===== src/rtl/qap_pkg.sv =====
`default_nettype none
package qap_pkg;

    localparam int NumUsers   = 8;
    localparam int NumFrames  = 64;
    localparam int NumPages   = 256;
    localparam int UserW      = 3;
    localparam int PageW      = 8;
    localparam int FrameW     = 6;
    localparam int CountW     = 7;
    localparam int ScoreW     = 48;
    localparam int IdxW       = UserW + PageW;
    localparam int MapDepth   = NumUsers * NumPages;

    localparam logic [2:0] POL_STICKY = 3'd0;
    localparam logic [2:0] POL_LRU    = 3'd1;
    localparam logic [2:0] POL_MRU    = 3'd2;
    localparam logic [2:0] POL_LFU    = 3'd3;
    localparam logic [2:0] POL_LFRU   = 3'd4;
    localparam logic [2:0] POL_LFRUR  = 3'd5;
    localparam logic [2:0] POL_MFU    = 3'd6;

    localparam logic [1:0] ST_OK      = 2'd0;
    localparam logic [1:0] ST_NOVICT  = 2'd1;
    localparam logic [1:0] ST_LIMIT   = 2'd2;

    localparam logic [1:0] CFG_POLICY = 2'd0;
    localparam logic [1:0] CFG_FRAMES = 2'd1;
    localparam logic [1:0] CFG_USERS  = 2'd2;

    localparam logic OP_ACCESS = 1'b0;
    localparam logic OP_LOAD   = 1'b1;

    typedef struct packed {
        logic                     sub;
        logic signed [ScoreW-1:0] a;
        logic signed [ScoreW-1:0] b;
    } t_alu_req;

    typedef struct packed {
        logic signed [ScoreW-1:0] sum;
        logic                     lt;
        logic                     eq;
    } t_alu_rsp;

    typedef struct packed {
        logic [UserW-1:0]         user;
        logic [PageW-1:0]         page;
        logic signed [ScoreW-1:0] score;
    } t_frame_word;

endpackage
`default_nettype wire


===== src/rtl/qap_alu.sv =====
`default_nettype none
module qap_alu
    import qap_pkg::*;
(
    input  wire t_alu_req i_req,
    output t_alu_rsp      o_rsp
);

    always_comb begin
        o_rsp.sum = i_req.sub ? (i_req.a - i_req.b) : (i_req.a + i_req.b);
        o_rsp.lt  = i_req.a < i_req.b;
        o_rsp.eq  = i_req.a == i_req.b;
    end

endmodule
`default_nettype wire


===== config.mk =====
export PLATFORM = sky130hd
export DESIGN_NAME = qap_alu
export DESIGN_NICKNAME = d
export VERILOG_FILES = /design/src/rtl/qap_pkg.sv /design/src/rtl/qap_alu.sv
export SDC_FILE = /design/constraint.sdc
export NUM_CORES = 1
export LEC_CHECK = 0
export BUFFER_PORTS_ARGS = -buffer_cell sky130_fd_sc_hd__clkbuf_2
export CORE_ASPECT_RATIO = 1.5
export CORE_MARGIN = 4
export CORE_UTILIZATION = 35
export DETAILED_ROUTE_END_ITERATION = 7
export GPL_ROUTABILITY_DRIVEN = 0
export GPL_TIMING_DRIVEN = 0
export PLACE_DENSITY = 0.7
export SLEW_MARGIN = 30
export SYNTH_ARGS = -nofsm -noshare
export SYNTH_HDL_FRONTEND = slang
export SYNTH_SLANG_ARGS = --single-unit

===== constraint.sdc =====
create_clock -name vclk -period 3.45
set_input_delay 0.5175 -clock vclk [all_inputs]
set_output_delay 0.5175 -clock vclk [all_outputs]
set_load 0.005 [all_outputs]

**After elaboration in Yosys (flattened, before gate mapping)**

Cells that the tools add are included.
Widths: inputs -> output; s select.

- Register bits after elaboration: 0
- Word-level logic and storage cells: 5
- Input port bits: 97
- Output and inout port bits: 50

- Order comparisons: 1
- Mux-type cells: 1
- Eq/ne operators: 1
- Add/sub/neg operators: 2

Operators with widths:

| kind | number |
|---|---|
| $add 48x48->48 | 1 |
| $eq 48x48->1 | 1 |
| $lt 48x48->1 | 1 |
| $mux 48 | 1 |
| $sub 48x48->48 | 1 |

**Logic depth before layout (Yosys ltp)**

- Depth after elaboration: 2
- Mapped depth: 14
- Depth with buffers taken out: 14

**Least setup slack after synthesis**

OpenSTA, ideal clock, no wires.

- Path kind: input-to-output
- Start point: input i_req[0] (netlist bit)
- End point: output o_rsp[46] (netlist bit)
- Path buffers: 0
- Cell stages on the path: 13
- Required time: 2932 ps
- Data arrival time: 3060 ps
- Slack: -127 ps
- Path through: ha_1 inv_1 fa_1 o21bai_2 a211o_1 a21oi_2 a22oi_2 o311a_1 a211o_1 a221oi_2 nor4_1 o41ai_2 xor2_1

RTL lines:

| element | RTL line | RTL |
|---|---|---|
| start, declared | qap_alu.sv:5 | `input wire t_alu_req i_req,` |
| end, declared | qap_alu.sv:6 | `output t_alu_rsp o_rsp` |

==> reports/metrics.cfg <==
[power]
powerDensity_nw_per_um2=203
ir_drop_mv=0.109
power_uw=1750
p_leak_uw=0.00400

[die]
io_pins=147
dieWidth_um=114
die_area_um2=18900
start_util=0.358
die-height_um=166
core_um2=16300
rows=57

[placed_design]
port_buffers=146
dp_cells=1269
dpl_cell_area_um2=6850
dp_hpwl_um=19100

[logic_synthesis]
syn-cell-area_um2=5850
syn-instance-count=917
avgSynthCellArea_um2=6.38
synthDistinctLibCells=72
synth_fp_nets=1111
ys_seq_area_frac=0
synth_warnings=0

[final_layout]
instances_no_fill=1326
layout-drive-gt1-share=0.359
final_util=0.527
clockBufferCount=0
seq_area_um2=0
n_fill_cell=1513
multi_input_area_um2=6290
layout.nets=1316
diodes=0
seq_cells=0
fin_area_um2=8610
area_growth_syn_to_layout_pct=47.2

[routing]
wl_per_cell_um=19.5
route.detailed.drc=3
drt-total-wl_um=25900
via_count=8134
drt_iter0_markers=830
first_pass_iters=8
drtAntennaViolNets=0
vias_per_cell=6.13

[global_routing]
grt.overflow.total=0
grt_max_degree=11
antenna_found_initial=0
grt_pass1_wl_um=37500
grt_usage=0.237
grt_pass1_vias=7598

[timing]
fmax_ghz=0.243
fin_crit_sh=1.19
drv_slew=0
finalHoldViolations=0
setup_ws_ns=-0.665
rsz0062_at_grt=true
maxSlewHeadroom=0.410
fin_tns_setup_ns=-12.55
finalSetupViolCount=35
tightest_slew_ns=0.885
min_period_ns=4.12

[worst_setup_path]
cp_data_required_time_ns=2.93
worstPathMaxFanout=3
start_kind=input pin
crit_type=input pin to output port
arrival_ns=3.60
end_kind=output port

[outcome]
status=complete, but fails checks
violations=design-rule violations, negative setup slack

[worst_hold_path]
hp-class=input pin to output port

[run]
maxCapViolCount=0

[cell families (layout without fill, tap and decap cells)]
| family | count (synthesis) | count (layout) | synth area share |
|---|---|---|---|
| xor gates and xnor gates | 46 | 46 | 0.0689 |
| and+or+nand+nor | 276 | 276 | 0.233 |
| muxes | 4 | 4 | 0.00685 |
| buffers and inverters | 156 | 359 | 0.107 |
| AOI/OAI and AO/OA | 338 | 338 | 0.375 |
| adders and majority gates | 97 | 97 | 0.210 |
[layout make-up]
type                       count  area share
buffer                        40      0.0282
inverter                     105      0.0474
multi-input combinational    761       0.730
tap                          206      0.0299
timing repair buffer         214       0.164
[power by group]
group | internal (uW) | switching [uW]
registers | 0 | 0
logic | 759 | 989
clock network | 0 | 0
[cell usage in the layout (no fill, tap or decap), types with 5 or more instances in the layout]
master | synthesis | routed
clkbuf_1 | 35 | 17
or3_1 | 5 | 5
o31ai_1 | 8 | 5
buf_2 | 12 | 27
a21oi_1 | 107 | 83
nor2b_1 | 14 | 11
xnor2_2 | 0 | 8
o21ai_2 | 0 | 8
nor2_2 | 1 | 5
o21ai_0 | 59 | 48
xor2_1 | 7 | 7
nor2_1 | 75 | 69
a31oi_1 | 11 | 5
inv_1 | 99 | 84
o21bai_1 | 24 | 24
buf_6 | 2 | 31
o211ai_1 | 16 | 16
nor3_1 | 32 | 25
o21a_1 | 9 | 9
nand4_1 | 21 | 21
ha_4 | 0 | 16
nor4_1 | 13 | 7
a211o_1 | 6 | 6
a211oi_1 | 12 | 8
nand2b_1 | 16 | 13
xnor2_1 | 39 | 31
nand3_1 | 20 | 18
a21oi_2 | 1 | 19
nand2_1 | 57 | 53
ha_1 | 95 | 76
inv_2 | 5 | 15
a21o_1 | 30 | 30
nor4_4 | 0 | 5
a21oi_4 | 0 | 6
clkbuf_2 | 0 | 116
buf_4 | 2 | 54
buf_8 | 0 | 6
o21ai_1 | 7 | 9
[path summary, 6_finish.rpt]
check       from   endpoint  slack (ns)  depth (start not counted)
max    i_req[48]  o_rsp[48]       -0.67                         16
min     i_req[0]   o_rsp[2]        1.38                          4
[routing by layer]
layer	up-vias	track usage	share of wire
met5	-	0	0
met4	0	0.122	0.078
met3	175	0.0219	0.081
met2	537	0.443	0.51
met1	3709	0.256	0.34
li1	3713	-	-
[critical path: stages]
cell and delay (ns):
buf_6 0.11, inv_4 0.05, ha_4 0.12, inv_2 0.04
fa_2 0.36, a21o_1 0.21, a21oi_2 0.14, o211ai_1 0.26
a2111oi_4 0.56, nor4_4 0.11, a211oi_2 0.36, or4_4 0.21
o21a_1 0.13, o41ai_2 0.07, xor2_1 0.20, clkbuf_2 0.15
[cell usage after synthesis, drive strengths merged (20+ instances only)]
cell | number | area (um^2)
a21o | 32 | 243
a21oi | 108 | 544
clkbuf | 35 | 131
ha | 95 | 1190
inv | 104 | 390
nand2 | 57 | 214
nand3 | 20 | 100
nand4 | 21 | 131
nor2 | 76 | 288
nor3 | 32 | 160
o21ai | 66 | 330
o21bai | 25 | 191
xnor2 | 39 | 342
[through the flow]
| step | hold slack, ns | setup slack [ns] |
|---|---|---|
| final | 1.38 | -0.665 |
| after global placement | 1.45 | -1.14 |
| after CTS | 1.44 | -0.635 |
| after global routing | 1.40 | -0.820 |
| after floorplan | 1.20 | -0.0231 |
| after detailed placement | 1.46 | -1.12 |
[repair_timing]
item | CTS | global route
hold buffers | 0 | 0
endpoints found under the hold margin | 0 | 0
setup buffers | 26 | 47
endpoints found under the setup margin | 40 | 39
resized for setup | 142 | 177
pin swaps | 56 | 85
cloned | 0 | 0
Power figures use the tool's default switching activity.
